$ cat config.mk
export PLATFORM = sky130hd
export DESIGN_NAME = vehicle_lamp_flasher_control_unit
export DESIGN_NICKNAME = d
export VERILOG_FILES = /design/src/hw/rtl/lfc_pkg.sv /design/src/hw/rtl/lfc_lamp_logic.sv /design/src/hw/rtl/vehicle_lamp_flasher_control_unit.sv
export SDC_FILE = /design/constraint.sdc
export NUM_CORES = 1
export LEC_CHECK = 0
export BUFFER_PORTS_ARGS = -buffer_cell sky130_fd_sc_hd__buf_2
export CAP_MARGIN = 40
export CORE_MARGIN = 1
export CORE_UTILIZATION = 27
export CTS_CLUSTER_DIAMETER = 100
export DETAILED_ROUTE_END_ITERATION = 16
export PLACE_DENSITY = 0.55
export SETUP_SLACK_MARGIN = 0.1
export SYNTH_ARGS = -nofsm -noshare
export SYNTH_HDL_FRONTEND = slang
export SYNTH_SLANG_ARGS = --single-unit
$ cat constraint.sdc
create_clock -name clk_i -period 9.1 [get_ports clk_i]
set_input_delay 0.91 -clock clk_i [delete_from_list [all_inputs] [get_ports clk_i]]
set_output_delay 0.91 -clock clk_i [all_outputs]
set_load 0.05 [all_outputs]
$ cat src/hw/rtl/lfc_pkg.sv
// Shared types and constants of the vehicle lamp flasher control unit.
package lfc_pkg;

  localparam int unsigned NowW    = 32;
  localparam int unsigned ModeW   = 2;
  localparam int unsigned PeriodW = 16;
  localparam int unsigned LampW   = 6;
  localparam int unsigned InDataW  = 48;
  localparam int unsigned OutDataW = 8;

  localparam logic [PeriodW-1:0] PeriodReset = PeriodW'(1000);

  // Lamp word bit positions.
  localparam int unsigned BitBrake   = 0;
  localparam int unsigned BitReverse = 1;
  localparam int unsigned BitRight   = 2;
  localparam int unsigned BitLeft    = 3;
  localparam int unsigned BitAmber   = 4;
  localparam int unsigned BitHead    = 5;

  typedef enum logic [ModeW-1:0] {
    MODE_MANUAL = 2'd0,
    MODE_AUTO   = 2'd1,
    MODE_HOLD   = 2'd2
  } mode_e;

  typedef struct packed {
    logic             host_headlamp_req;
    logic             host_left_req;
    logic             host_right_req;
    logic             host_reverse_req;
    logic             host_brake_req;
    logic             reverse_switch;
    logic             hand_brake;
    logic             foot_brake;
    logic [ModeW-1:0] vehicle_mode;
    logic [NowW-1:0]  now_ms;
  } item_t;

  typedef struct packed {
    logic [LampW-1:0] lamp_bits;
    logic             flash_active;
    logic [NowW-1:0]  toggle_stamp;
  } lamp_state_t;

endpackage

$ cat src/hw/rtl/lfc_lamp_logic.sv
// Next lamp word and flasher state for one tick.
module lfc_lamp_logic import lfc_pkg::*; #(
  parameter int unsigned PeriodWidth = PeriodW
) (
  input  item_t                  item_i,
  input  lamp_state_t            state_i,
  input  logic [PeriodWidth-1:0] period_i,
  output lamp_state_t            state_o
);

  logic [NowW-1:0]  diff;
  logic             expired;
  logic [1:0]       req;
  logic [1:0]       ind;
  logic [1:0]       ind_d;
  logic             active_d;
  logic [NowW-1:0]  stamp_d;
  logic [LampW-1:0] lamp_d;

  assign diff    = item_i.now_ms - state_i.toggle_stamp;
  assign expired = diff > NowW'(period_i);
  assign req     = {item_i.host_left_req, item_i.host_right_req};
  assign ind     = state_i.lamp_bits[BitLeft:BitRight];

  // Indicator flasher. A dark phase can only end on a later tick, since the
  // stamp is renewed when a lit phase ends.
  always_comb begin
    ind_d    = ind;
    active_d = state_i.flash_active;
    stamp_d  = state_i.toggle_stamp;
    if (req == 2'b00) begin
      ind_d    = 2'b00;
      active_d = 1'b0;
    end else if (!state_i.flash_active) begin
      ind_d    = ind | req;
      active_d = 1'b1;
      stamp_d  = item_i.now_ms;
    end else if (expired) begin
      ind_d   = (ind != 2'b00) ? 2'b00 : req;
      stamp_d = item_i.now_ms;
    end
  end

  always_comb begin
    state_o = state_i;
    case (mode_e'(item_i.vehicle_mode))
      MODE_MANUAL: begin
        lamp_d              = '0;
        lamp_d[BitBrake]    = item_i.foot_brake | item_i.hand_brake;
        lamp_d[BitReverse]  = item_i.reverse_switch;
        state_o.lamp_bits   = lamp_d;
      end
      MODE_AUTO: begin
        lamp_d                  = '0;
        lamp_d[BitBrake]        = item_i.host_brake_req | item_i.foot_brake
                                  | item_i.hand_brake;
        lamp_d[BitReverse]      = item_i.host_reverse_req;
        lamp_d[BitLeft:BitRight] = ind_d;
        lamp_d[BitAmber]        = 1'b1;
        lamp_d[BitHead]         = item_i.host_headlamp_req;
        state_o.lamp_bits       = lamp_d;
        state_o.flash_active    = active_d;
        state_o.toggle_stamp    = stamp_d;
      end
      default: begin
        lamp_d = state_i.lamp_bits;
      end
    endcase
  end

endmodule

$ cat src/hw/rtl/vehicle_lamp_flasher_control_unit.sv
// Top level of the vehicle lamp flasher control unit.
//
// Each item on the input stream is one evaluation tick: tdata carries the
// millisecond time, the vehicle mode and the driver and host request flags.
// For every tick the block returns one item holding the six-bit lamp word.
// The cfg channel writes the flash period in milliseconds; it is always
// ready and should only be written while no tick is in flight.
//
// A tick is captured in an input register, evaluated by one stage of logic
// (a 32-bit subtract and compare for the flasher) and the lamp word lands in
// the output register together with the updated lamp state. The result is
// offered from the output register once the tick has moved on from the input
// register, and one tick is taken every cycle while the receiver keeps up.
// When the receiver stalls, the output register holds its item and the
// input register can still take one more tick; after that tready drops.
// Reset clears the stored lamp word, the flasher state and the valid flags
// of both register stages, and loads a flash period of 1000 ms.
module vehicle_lamp_flasher_control_unit import lfc_pkg::*; #(
  parameter int unsigned PeriodWidth = PeriodW
) (
  input  logic                   clk_i,
  input  logic                   rst_ni,
  input  logic                   s_axis_tvalid_i,
  output logic                   s_axis_tready_o,
  // now_ms[31:0], vehicle_mode[33:32], foot_brake[34], hand_brake[35],
  // reverse_switch[36], host_brake_req[37], host_reverse_req[38],
  // host_right_req[39], host_left_req[40], host_headlamp_req[41], zeros above
  input  logic [InDataW-1:0]     s_axis_tdata_i,
  output logic                   m_axis_tvalid_o,
  input  logic                   m_axis_tready_i,
  // lamp_word[5:0], zeros above
  output logic [OutDataW-1:0]    m_axis_tdata_o,
  input  logic                   cfg_valid_i,
  output logic                   cfg_ready_o,
  // flash_period_ms
  input  logic [PeriodWidth-1:0] cfg_data_i
);

  logic [PeriodWidth-1:0] period_q;
  logic                   in_valid_q;
  item_t                  in_item_q;
  logic                   out_valid_q;
  logic [LampW-1:0]       out_lamp_q;
  lamp_state_t            state_q;
  lamp_state_t            state_d;
  logic                   advance;
  logic                   fire;

  assign cfg_ready_o     = 1'b1;
  assign advance         = !out_valid_q || m_axis_tready_i;
  assign fire            = in_valid_q && advance;
  assign s_axis_tready_o = !in_valid_q || advance;

  always_ff @(posedge clk_i or negedge rst_ni) begin
    if (!rst_ni) begin
      period_q <= PeriodWidth'(PeriodReset);
    end else if (cfg_valid_i) begin
      period_q <= cfg_data_i;
    end
  end

  always_ff @(posedge clk_i or negedge rst_ni) begin
    if (!rst_ni) begin
      in_valid_q <= 1'b0;
    end else if (s_axis_tready_o) begin
      in_valid_q <= s_axis_tvalid_i;
    end
  end

  always_ff @(posedge clk_i) begin
    if (s_axis_tready_o && s_axis_tvalid_i) begin
      in_item_q <= item_t'(s_axis_tdata_i[$bits(item_t)-1:0]);
    end
  end

  lfc_lamp_logic #(
    .PeriodWidth(PeriodWidth)
  ) u_lamp_logic (
    .item_i  (in_item_q),
    .state_i (state_q),
    .period_i(period_q),
    .state_o (state_d)
  );

  always_ff @(posedge clk_i or negedge rst_ni) begin
    if (!rst_ni) begin
      state_q     <= '0;
      out_valid_q <= 1'b0;
    end else begin
      if (fire) begin
        state_q <= state_d;
      end
      if (advance) begin
        out_valid_q <= in_valid_q;
      end
    end
  end

  always_ff @(posedge clk_i) begin
    if (fire) begin
      out_lamp_q <= state_d.lamp_bits;
    end
  end

  assign m_axis_tvalid_o = out_valid_q;
  assign m_axis_tdata_o  = {{(OutDataW-LampW){1'b0}}, out_lamp_q};

endmodule

==> impl_metrics.json, run 1 <==
{
  "post-cts-setup-buffer-count": 0,
  "first_pass_iters": 5,
  "final-max-slew-violation-count": 0,
  "cts_tree": "yes",
  "yosysTopAreaCell": "edfxtp_1",
  "switchingPower_w": 0.0006938,
  "critPathKind": "flop to flop",
  "drc": 0,
  "cp.required_ns": 9.34,
  "p_int_w": 0.001132,
  "initial_core_util_pct": 27.63,
  "htreeDepth": 3,
  "seq_area_frac_synth_pct": 44.21,
  "grt_use_total_pct": 12.17,
  "clockPowerShare_pct": 21.1,
  "crit_path_end_kind": "flop",
  "dieArea_um2": 24710,
  "hold_buffers": 0,
  "status": "completed",
  "tightest_slew_ns": 0.7836,
  "final_antenna_net_count": 0,
  "hpwl_mm": 10.57,
  "final_core_util_pct": 31.43,
  "fin_cells": 993,
  "drt_wl_total_mm": 14.09,
  "post_cts_resized": 0,
  "nets": 786,
  "ys_seq_elements": 105,
  "power_frac_comb_pct": 45.1,
  "min_period_ns": 5.575,
  "post_drt_wl_per_cell_um": 14.19,
  "dp_cells": 977,
  "swShare_pct": 38.01,
  "setup_viol": 0,
  "via_per_inst": 4.668,
  "grt_setup_unrepaired": "false",
  "port_buffers": 70,
  "clk_pin_slew_ns": 0.08,
  "grt_pass1_vias": 4561,
  "netlist_instances": 610,
  "grt_pass1_wl_mm": 23.36,
  "slew_headroom_pct": 47.76,
  "timing.rr.start": "in_item_q[0]$_DFFE_PP_",
  "vdd_ir_drop_max_mv": 0.08988,
  "synth_top_area_share_pct": 22.16,
  "setup_tns_ns": 0,
  "fin_hold_ws_ns": 0.5008,
  "r2r_end": "state_q[17]$_DFFE_PN0P_",
  "hold_path_startpoint": "in_valid_q$_DFFE_PN0N_",
  "async_reset_ff_share_pct": 54.29,
  "synth_top_cells_by_area": "edfxtp_1 22%, dfrtp_1 20%, ha_1 9.0%, mux2_4 6.7%, o21ai_0 3.3%",
  "clockRootBuffer": "clkbuf_16",
  "pwr-share-seq_pct": 33.8,
  "insertedDiodeCount": 0,
  "postSynthAreaPerCell_um2": 10.66,
  "fmax_mhz": 179.4,
  "grt_start_max_net_pins": 58,
  "gp_congestion": 0.8193,
  "num_vias": 4635,
  "dieWidth_um": 157.2,
  "cts_buffers": 9,
  "yosysUniqueCellTypes": 74,
  "synth-edff-count": 48,
  "synth_flop_cell": "dfrtp_1",
  "min_path_cells": 1,
  "regArea_um2": 2875,
  "cp_max_fo": 32,
  "synthesis.area_um2": 6504,
  "rr_worst_depth": 19,
  "power_density_nw_per_um2": 246.7,
  "fp-row-count": 56,
  "antenna_found_initial": 0,
  "cp.arrival_ns": 5.82,
  "hold_viol": 0,
  "core_area_um2": 23540,
  "drive_gt1_share_pct": 21.81,
  "worstHoldEndpoint": "m_axis_tvalid_o$_DFFE_PN0P_",
  "worstHoldPathType": "flop to flop",
  "grt-ovfl-total": 0,
  "io_pins": 80,
  "cap_violations": 0,
  "fillers": 2478,
  "area_delta_synth_final_pct": 13.77,
  "clock_latency_ns": 0.37,
  "clock_path_buffers": 2,
  "multi_input_area_um2": 3246,
  "skew_ns": 0.01483,
  "fin_crit_sh_pct": 61.26,
  "cts.sinks": 105,
  "power_leakage_nw": 3.229,
  "die-height_um": 157.2,
  "start_kind": "flop",
  "ys_warn_count": 0,
  "regToRegSetupSlack_ns": 3.53,
  "drtIter0Drc": 225
}
## layer usage
metal	GRT usage, %	routed length [µm]	vias up
met5	0	0	-
li1	-	-	2331
met3	2.808	592	11
met4	4.207	178	0
met2	18.25	6040	80
met1	17.05	7278	2213
## worst max-delay path, stage by stage (launching register included)
cell	delay [ns]
edfxtp_1	0.35
inv_1	0.05
ha_1	0.22
fa_1	0.40
nand2b_1	0.19
a21oi_1	0.24
nor2_1	0.11
o21ai_0	0.30
a31oi_1	0.15
xnor2_1	0.16
ha_1	0.33
nand4_1	0.16
nor4_1	0.63
o221ai_1	0.22
a2111oi_0	0.55
nand4_1	0.29
nor4_4	0.32
a21oi_4	0.09
buf_4	0.32
mux2_4	0.36
## registers in the layout, indices dropped and copies added, names as in the netlist
register	flops
in_item_q	42
state_q	39
period_q	16
out_lamp_q	6
in_valid_q	1
m_axis_tvalid_o	1
## cells by family after synthesis
family,count (synthesis),share of synthesized area (%)
compound gates,160,16.72
other cells,2,0.1155
flops,105,44.21
simple gates,150,12.00
xor+xnor,22,2.963
buf+inv,82,5.964
mux,41,8.677
fa+ha+maj,48,9.350
## Yosys cell counts (3+ instances only)
master    number
o211a_1        3
mux2i_1        5
nand4_1       14
mux2_4        29
nor3_1         5
buf_4          3
mux2_2         7
a21o_1        18
edfxtp_1      48
xnor2_1       13
dfrtp_1       51
or2_2          3
a21oi_1       30
a31oi_1        4
a211oi_1      12
dfstp_2        6
xor2_1         9
or3_1          5
o211ai_1       4
a221oi_1       3
a211o_1        3
buf_12         3
nand2b_1       8
buf_2          9
ha_1          47
clkbuf_1       9
nand2_1       51
nor2_1        24
and3_1         6
inv_1         56
nand3_1       11
o21ai_0       43
o21a_1         7
o21bai_1       4
nor2b_1        3
and2_1         3
## metrics by stage
stage | total power (W) | setup WS (ns) | area, µm²
after global placement | 0.001431 | 3.707 | 7096
after floorplan | 0.001267 | 4.659 | 6507
after detailed placement | 0.001445 | 3.690 | 7116
final | 0.001825 | 3.525 | 7400
after global routing | 0.001967 | 3.291 | 7400
after CTS | 0.001842 | 3.630 | 7400
## how the worst max path moves through the flow
| stage | startpoint | cells past startpoint | end |
|---|---|---|---|
| floorplan | in_item_q[0]$_DFFE_PP_ | 21 | state_q[0]$_DFFE_PN0P_ |
| global placement | in_item_q[0]$_DFFE_PP_ | 19 | state_q[2]$_DFFE_PN0P_ |
| detailed placement | in_item_q[0]$_DFFE_PP_ | 19 | state_q[25]$_DFFE_PN0P_ |
| CTS | in_item_q[0]$_DFFE_PP_ | 19 | state_q[17]$_DFFE_PN0P_ |
| global route | in_item_q[0]$_DFFE_PP_ | 19 | state_q[18]$_DFFE_PN0P_ |
| finish | in_item_q[0]$_DFFE_PP_ | 19 | state_q[17]$_DFFE_PN0P_ |
## power groups by stage
stage	combinational (W)	clock [W]	sequential, W
floorplan	0.000640	0	0.000626
global placement	0.000807	0	0.000624
detailed placement	0.000821	0	0.000624
CTS	0.000826	0.000400	0.000616
global route	0.000924	0.000418	0.000625
finish	0.000823	0.000386	0.000616
## cell type report
cell class	count	share of cell area, %
flip-flops and latches	105	38.86
multi-input cells	424	43.86
clock inverters	6	0.7440
repair buffers	73	5.208
clock buffers	10	3.094
inverters	56	2.841
well taps	319	5.394
## cells in the final DEF, fill, tap and decap left out, types with 11 or more instances in the layout
cell / Yosys / final
nand4_1: 14 / 14
a211oi_1: 12 / 12
a21o_1: 18 / 18
xnor2_1: 13 / 13
nor2_1: 24 / 24
edfxtp_1: 48 / 48
a21oi_1: 30 / 30
mux2_4: 29 / 29
dfrtp_1: 51 / 51
nand2_1: 51 / 51
buf_2: 9 / 70
nand3_1: 11 / 11
inv_1: 56 / 56
ha_1: 47 / 47
o21ai_0: 43 / 43
Power figures use the tool's default switching activity.
==> run 2: changes to the inputs <==
--- a/config.mk
+++ b/config.mk
@@ -11,7 +11,7 @@
 export CORE_UTILIZATION = 27
 export CTS_CLUSTER_DIAMETER = 100
 export DETAILED_ROUTE_END_ITERATION = 16
-export PLACE_DENSITY = 0.55
+export PLACE_DENSITY = 0.57
 export SETUP_SLACK_MARGIN = 0.1
 export SYNTH_ARGS = -nofsm -noshare
 export SYNTH_HDL_FRONTEND = slang
==> constraint.sdc (replaced) <==
create_clock -name clk_i -period 4.7 [get_ports clk_i]
set_input_delay 0.47 -clock clk_i [delete_from_list [all_inputs] [get_ports clk_i]]
set_output_delay 0.47 -clock clk_i [all_outputs]
set_load 0.05 [all_outputs]
==> impl_metrics.json, run 2 (synthesis gave the netlist of run 1 again) <==
{
  "vdd_ir_drop_max_mv": 0.2428,
  "rr_worst_depth": 18,
  "regMostFlops": "in_item_q",
  "post_drt_wl_per_cell_um": 13.93,
  "crit_path_end_kind": "flop",
  "drive_gt1_share_pct": 28.93,
  "die-height_um": 157.2,
  "drc": 0,
  "grt_pass1_vias": 4607,
  "crit_cells": 18,
  "core_area_um2": 23540,
  "cp_max_fo": 15,
  "grt_pass1_wl_mm": 23.61,
  "clk_pin_slew_ns": 0.08,
  "switchingPower_w": 0.001394,
  "power_density_nw_per_um2": 471.9,
  "power_frac_comb_pct": 48.5,
  "status": "completed",
  "regToRegSetupSlack_ns": 0.12,
  "drtIter0Drc": 203,
  "via_per_inst": 4.541,
  "hold_viol": 0,
  "path_buf_inv": 2,
  "pwr-share-seq_pct": 32.0,
  "cpMostUsedCell": "nand4_1",
  "multi_input_area_um2": 3346,
  "critPathKind": "flop to flop",
  "grt_start_max_net_pins": 58,
  "hold_buffers": 0,
  "nets": 831,
  "power_leakage_nw": 3.488,
  "crit_end": "state_q[14]$_DFFE_PN0P_",
  "cts.sinks": 105,
  "mostFrequentLayoutCell": "buf_2",
  "worstHoldPathType": "primary input to async pin",
  "clock_path_buffers": 2,
  "regArea_um2": 2875,
  "grt_setup_unrepaired": "true",
  "gp_congestion": 0.8700,
  "cts_buffers": 9,
  "r2r_end": "state_q[14]$_DFFE_PN0P_",
  "final-max-slew-violation-count": 0,
  "grt_use_total_pct": 12.34,
  "first_pass_iters": 4,
  "htreeDepth": 3,
  "antenna_found_initial": 0,
  "reg_top3": "in_item_q: 42 flops, state_q: 39 flops, period_q: 16 flops",
  "power_w": 0.003724,
  "num_vias": 4714,
  "fillers": 2435,
  "clockPowerShare_pct": 19.4,
  "cts_tree": "yes",
  "swShare_pct": 37.44,
  "tightest_slew_ns": 0.7739,
  "initial_core_util_pct": 27.63,
  "grt-ovfl-total": 0,
  "final_cell_mix": "70 x buf_2, 56 x inv_1, 51 x nand2_1, 51 x dfrtp_1, 48 x edfxtp_1",
  "clockRootBuffer": "clkbuf_16",
  "dieArea_um2": 24710,
  "cp.arrival_ns": 4.83,
  "fin_crit_sh_pct": 97.37,
  "skew_ns": 0.009363,
  "cp.required_ns": 4.95,
  "fin_hold_ws_ns": 0.2287,
  "hpwl_mm": 10.66,
  "fmax_mhz": 218.5,
  "p_int_w": 0.002330,
  "timing.rr.start": "in_item_q[7]$_DFFE_PP_",
  "drt_wl_total_mm": 14.46,
  "dieWidth_um": 157.2,
  "min_period_ns": 4.577,
  "cap_violations": 0,
  "setup_viol": 0,
  "cp_slowest_cell": "or4_4",
  "start_kind": "flop",
  "fp-row-count": 56,
  "port_buffers": 70,
  "cpLargestDelayFamily": "compound AO/OA/AOI/OAI gates",
  "insertedDiodeCount": 0,
  "clock_latency_ns": 0.37,
  "io_pins": 80,
  "cp_slowest_stage_delay_ns": 0.55,
  "crit_path_start": "in_item_q[7]$_DFFE_PP_",
  "largest_register_ffs": 42,
  "area_delta_synth_final_pct": 21.35,
  "path_cells": "ha_1, nand4_1, o22ai_2, or4_4, o21ai_4, xnor2_1, ha_1, nand4_1, buf_4, a2111o_1, o211a_1, o221ai_2, a2111oi_2, nand4_1, nor4_4, a21oi_4, buf_12, mux2_2",
  "slew_headroom_pct": 48.40,
  "final_antenna_net_count": 0
}
==> run 2: cell count changes in the layout (fill, tap and decap cells not counted), sizes merged <==
cell	before	now
buf	73	116
clkbuf	10	12
clkinvlp	0	1
inv	62	59
clkinv	0	2
==> run 2: how the worst min path moves through the flow <==
stage | from | to | slack (ns) | cells after the start
after global routing | s_axis_tdata_i[0] | in_item_q[0]$_DFFE_PP_ | 0.26 | 1
after detailed placement | in_valid_q$_DFFE_PN0N_ | m_axis_tvalid_o$_DFFE_PN0P_ | 0.47 | 1
final | rst_ni | m_axis_tvalid_o$_DFFE_PN0P_ | 0.23 | 2
after global placement | in_valid_q$_DFFE_PN0N_ | m_axis_tvalid_o$_DFFE_PN0P_ | 0.47 | 1
after CTS | s_axis_tdata_i[28] | in_item_q[28]$_DFFE_PP_ | 0.26 | 1
after floorplan | rst_ni | in_valid_q$_DFFE_PN0N_ | 0.17 | 0
==> run 2: worst reg2reg max path: stages (launching register included) <==
cell and delay (ns):
edfxtp_1 0.42, ha_1 0.37, nand4_1 0.13, o22ai_2 0.09, or4_4 0.55, o21ai_4 0.17, xnor2_1 0.10, ha_1 0.31
nand4_1 0.20, buf_4 0.20, a2111o_1 0.30, o211a_1 0.19, o221ai_2 0.18, a2111oi_2 0.07, nand4_1 0.21, nor4_4 0.07
a21oi_4 0.35, buf_12 0.22, mux2_2 0.35
==> run 2: timing repair <==
item	in CTS	in global routing
endpoints found under the setup margin	36	36
setup buffers	3	3
resized for setup	18	5
cloned	0	2
pin swaps	21	5
==> run 2: layout make-up <==
type,count,area share [%]
clock inverter,6,0.6341
tap,319,5.057
sequential,105,36.43
clock buffer,10,2.901
timing repair buffer,118,9.924
multi-input combinational,424,42.39
inverter,56,2.663
==> run 2: power groups by stage <==
stage	clock network, W	registers (W)	logic (W)
6_report	0.000724	0.00119	0.00181
5_1_grt	0.000792	0.00121	0.00201
4_1_cts	0.000755	0.00119	0.00178
3_5_place_dp	0	0.00121	0.00171
3_3_place_gp	0	0.00121	0.00168
2_1_floorplan	0	0.00121	0.00124
==> run 2: through the flow <==
| step | setup slack, ns | std cells | util (%) | instance area (µm²) | TNS [ns] |
|---|---|---|---|---|---|
| after floorplan | 0.2585 | 611 | - | 6507 | 0 |
| after global placement | -0.1697 | 1013 | 31.43 | 7398 | -3.064 |
| after detailed placement | -0.3292 | 1014 | 31.51 | 7418 | -8.025 |
| after CTS | 0.06951 | 1033 | 33.08 | 7789 | 0 |
| after global routing | -0.09725 | 1038 | 33.52 | 7893 | -1.940 |
| final | 0.1234 | 1038 | 33.52 | 7893 | 0 |
==> run 2: per-layer routing <==
metal  track usage [%]  vias up  part of all wire (%)
met2             18.39       86                    43
met4             4.438        0                   1.4
li1                  -     2427                     -
met3             2.753       11                   5.5
met5                 0        -                     0
met1             17.36     2190                    50
==> run 3: changes to the inputs <==
--- a/config.mk
+++ b/config.mk
@@ -8,10 +8,10 @@
 export BUFFER_PORTS_ARGS = -buffer_cell sky130_fd_sc_hd__buf_2
 export CAP_MARGIN = 40
 export CORE_MARGIN = 1
-export CORE_UTILIZATION = 27
+export CORE_UTILIZATION = 30
 export CTS_CLUSTER_DIAMETER = 100
 export DETAILED_ROUTE_END_ITERATION = 16
-export PLACE_DENSITY = 0.57
+export PLACE_DENSITY = 0.6
 export SETUP_SLACK_MARGIN = 0.1
 export SYNTH_ARGS = -nofsm -noshare
 export SYNTH_HDL_FRONTEND = slang
==> impl_metrics.json, run 3 (synthesis gave the netlist of run 1 again) <==
{
  "status": "completed",
  "drt_wl_total_mm": 14.44,
  "worstHoldPathType": "primary input to async pin",
  "power_leakage_nw": 3.463,
  "via_per_inst": 4.821,
  "hpwl_mm": 10.46,
  "cts_buffers": 9,
  "fin_crit_sh_pct": 99.70,
  "final-max-slew-violation-count": 0,
  "post_drt_wl_per_cell_um": 14.59,
  "fmax_mhz": 213.4,
  "drtIter0Drc": 306,
  "largest_register_ffs": 42,
  "setup_tns_ns": 0,
  "grt_pass1_wl_mm": 24.13,
  "cp_max_fo": 6,
  "crit_path_end_kind": "flop",
  "cp.arrival_ns": 4.93,
  "skew_ns": 0.01543,
  "postPlaceCellArea_um2": 7298,
  "grt-ovfl-total": 0,
  "power_w": 0.003787,
  "grt_pass1_vias": 4828,
  "cpMostUsedCell": "buf_4",
  "insertedDiodeCount": 0,
  "antenna_found_initial": 0,
  "dieWidth_um": 149.2,
  "fp-row-count": 53,
  "cts.sinks": 105,
  "nets": 827,
  "die-height_um": 149.2,
  "cp_slowest_cell": "dfrtp_1",
  "crit_path_start": "state_q[1]$_DFFE_PN0P_",
  "clk_pin_slew_ns": 0.08,
  "power_density_nw_per_um2": 485.0,
  "fin_area_um2": 7807,
  "grt_start_max_net_pins": 58,
  "start_kind": "flop",
  "path_cells": "inv_2, ha_4, nor2b_4, o2111ai_2, nand2_1, buf_4, buf_4, buf_4, buf_4, xor2_1, ha_1, a21oi_1, o21ai_1, a221oi_2, o211a_1, o221ai_2, a2111oi_2, nand4_1, buf_4, nor4_4, a21oi_4, buf_6, mux2_4",
  "clock_latency_ns": 0.37,
  "initial_core_util_pct": 30.74,
  "drive_gt1_share_pct": 28.95,
  "timing.rr.start": "state_q[1]$_DFFE_PN0P_",
  "fin_hold_ws_ns": 0.2299,
  "drc": 0,
  "num_vias": 4773,
  "rr_worst_depth": 23,
  "io_pins": 80,
  "fillers": 2068,
  "cp.required_ns": 4.95,
  "slew_headroom_pct": 49.17,
  "dieArea_um2": 22270,
  "port_buffers": 70,
  "first_pass_iters": 5,
  "min_period_ns": 4.686,
  "tightest_slew_ns": 0.7624,
  "area_delta_synth_final_pct": 20.05,
  "regArea_um2": 2875,
  "regMostFlops": "in_item_q",
  "cp_slowest_stage_delay_ns": 0.40,
  "core_area_um2": 21150,
  "reg_top3": "in_item_q: 42 flops, state_q: 39 flops, period_q: 16 flops",
  "multi_input_area_um2": 3352,
  "clockRootBuffer": "clkbuf_16",
  "r2r_end": "state_q[4]$_DFFE_PN0P_",
  "final_cell_mix": "70 x buf_2, 55 x inv_1, 51 x nand2_1, 51 x dfrtp_1, 48 x edfxtp_1",
  "grt_use_total_pct": 13.72,
  "clock_path_buffers": 2,
  "mostFrequentLayoutCell": "buf_2",
  "cap_violations": 0,
  "vdd_ir_drop_max_mv": 0.2158,
  "final_antenna_net_count": 0,
  "crit_end": "state_q[4]$_DFFE_PN0P_",
  "htreeDepth": 3,
  "hold_viol": 0,
  "grt_setup_unrepaired": "true",
  "gp_congestion": 0.8553,
  "cts_tree": "yes",
  "setup_viol": 0,
  "critPathKind": "flop to flop",
  "regToRegSetupSlack_ns": 0.01
}
run 3: how the worst min path moves through the flow:
stage,depth (start not counted),slack [ns],startpoint,end
after floorplan,0,0.17,rst_ni,in_valid_q$_DFFE_PN0N_
after global placement,1,0.47,in_valid_q$_DFFE_PN0N_,m_axis_tvalid_o$_DFFE_PN0P_
after detailed placement,1,0.48,in_valid_q$_DFFE_PN0N_,m_axis_tvalid_o$_DFFE_PN0P_
after CTS,1,0.26,s_axis_tdata_i[34],in_item_q[34]$_DFFE_PP_
after global routing,1,0.26,s_axis_tdata_i[38],in_item_q[38]$_DFFE_PP_
final,2,0.23,rst_ni,state_q[2]$_DFFE_PN0P_
run 3: cell type report:
class	instances	share of cell area, %
Clock buffer	9	2.885
Clock inverter	7	0.9776
Inverter	56	2.692
Multi-Input combinational cell	424	42.93
Sequential cell	105	36.83
Tap cell	275	4.407
Timing Repair Buffer	114	9.279
run 3: per-layer routing:
layer / up-vias / routed length (µm) / global-route usage, %
met2: 81 / 6360 / 21.19
met4: 0 / 381 / 5.918
met1: 2254 / 7278 / 18.66
met5: - / 0 / 0
li1: 2415 / - / -
met3: 23 / 423 / 2.569
run 3: worst max-delay path, delay by kind of cell (launching register included):
family,cells,cell delay (ns)
AOI/OAI and AO/OA,8,1.54
buffers and inverters,7,0.96
and+or+nand+nor,4,0.70
muxes,1,0.30
DFF,1,0.40
xor gates and xnor gates,1,0.15
adders and majority gates,2,0.53
run 3: repair_timing:
action / CTS / global route
cloned: 2 / 0
pin swaps: 3 / 28
hold buffers: 0 / 0
resized for setup: 17 / 16
setup endpoints to repair: 36 / 36
setup buffers: 9 / 4
run 3: power by group:
part / internal [W] / total (W) / switching, W
combinational: 0.000851 / 0.00183 / 0.000975
clock: 0.000381 / 0.000768 / 0.000387
sequential: 0.00111 / 0.00119 / 0.0000793
total: 0.00235 / 0.00379 / 0.00144
run 3: metrics by stage:
| stage | worst slack [ns] | instances | util [%] |
|---|---|---|---|
| 5_1_grt | -0.2516 | 990 | 36.91 |
| 3_3_place_gp | -0.1071 | 962 | 34.41 |
| 6_report | 0.01402 | 990 | 36.91 |
| 4_1_cts | 0.06222 | 990 | 36.85 |
| 3_5_place_dp | -0.1638 | 963 | 34.50 |
| 2_1_floorplan | 0.2585 | 611 | - |
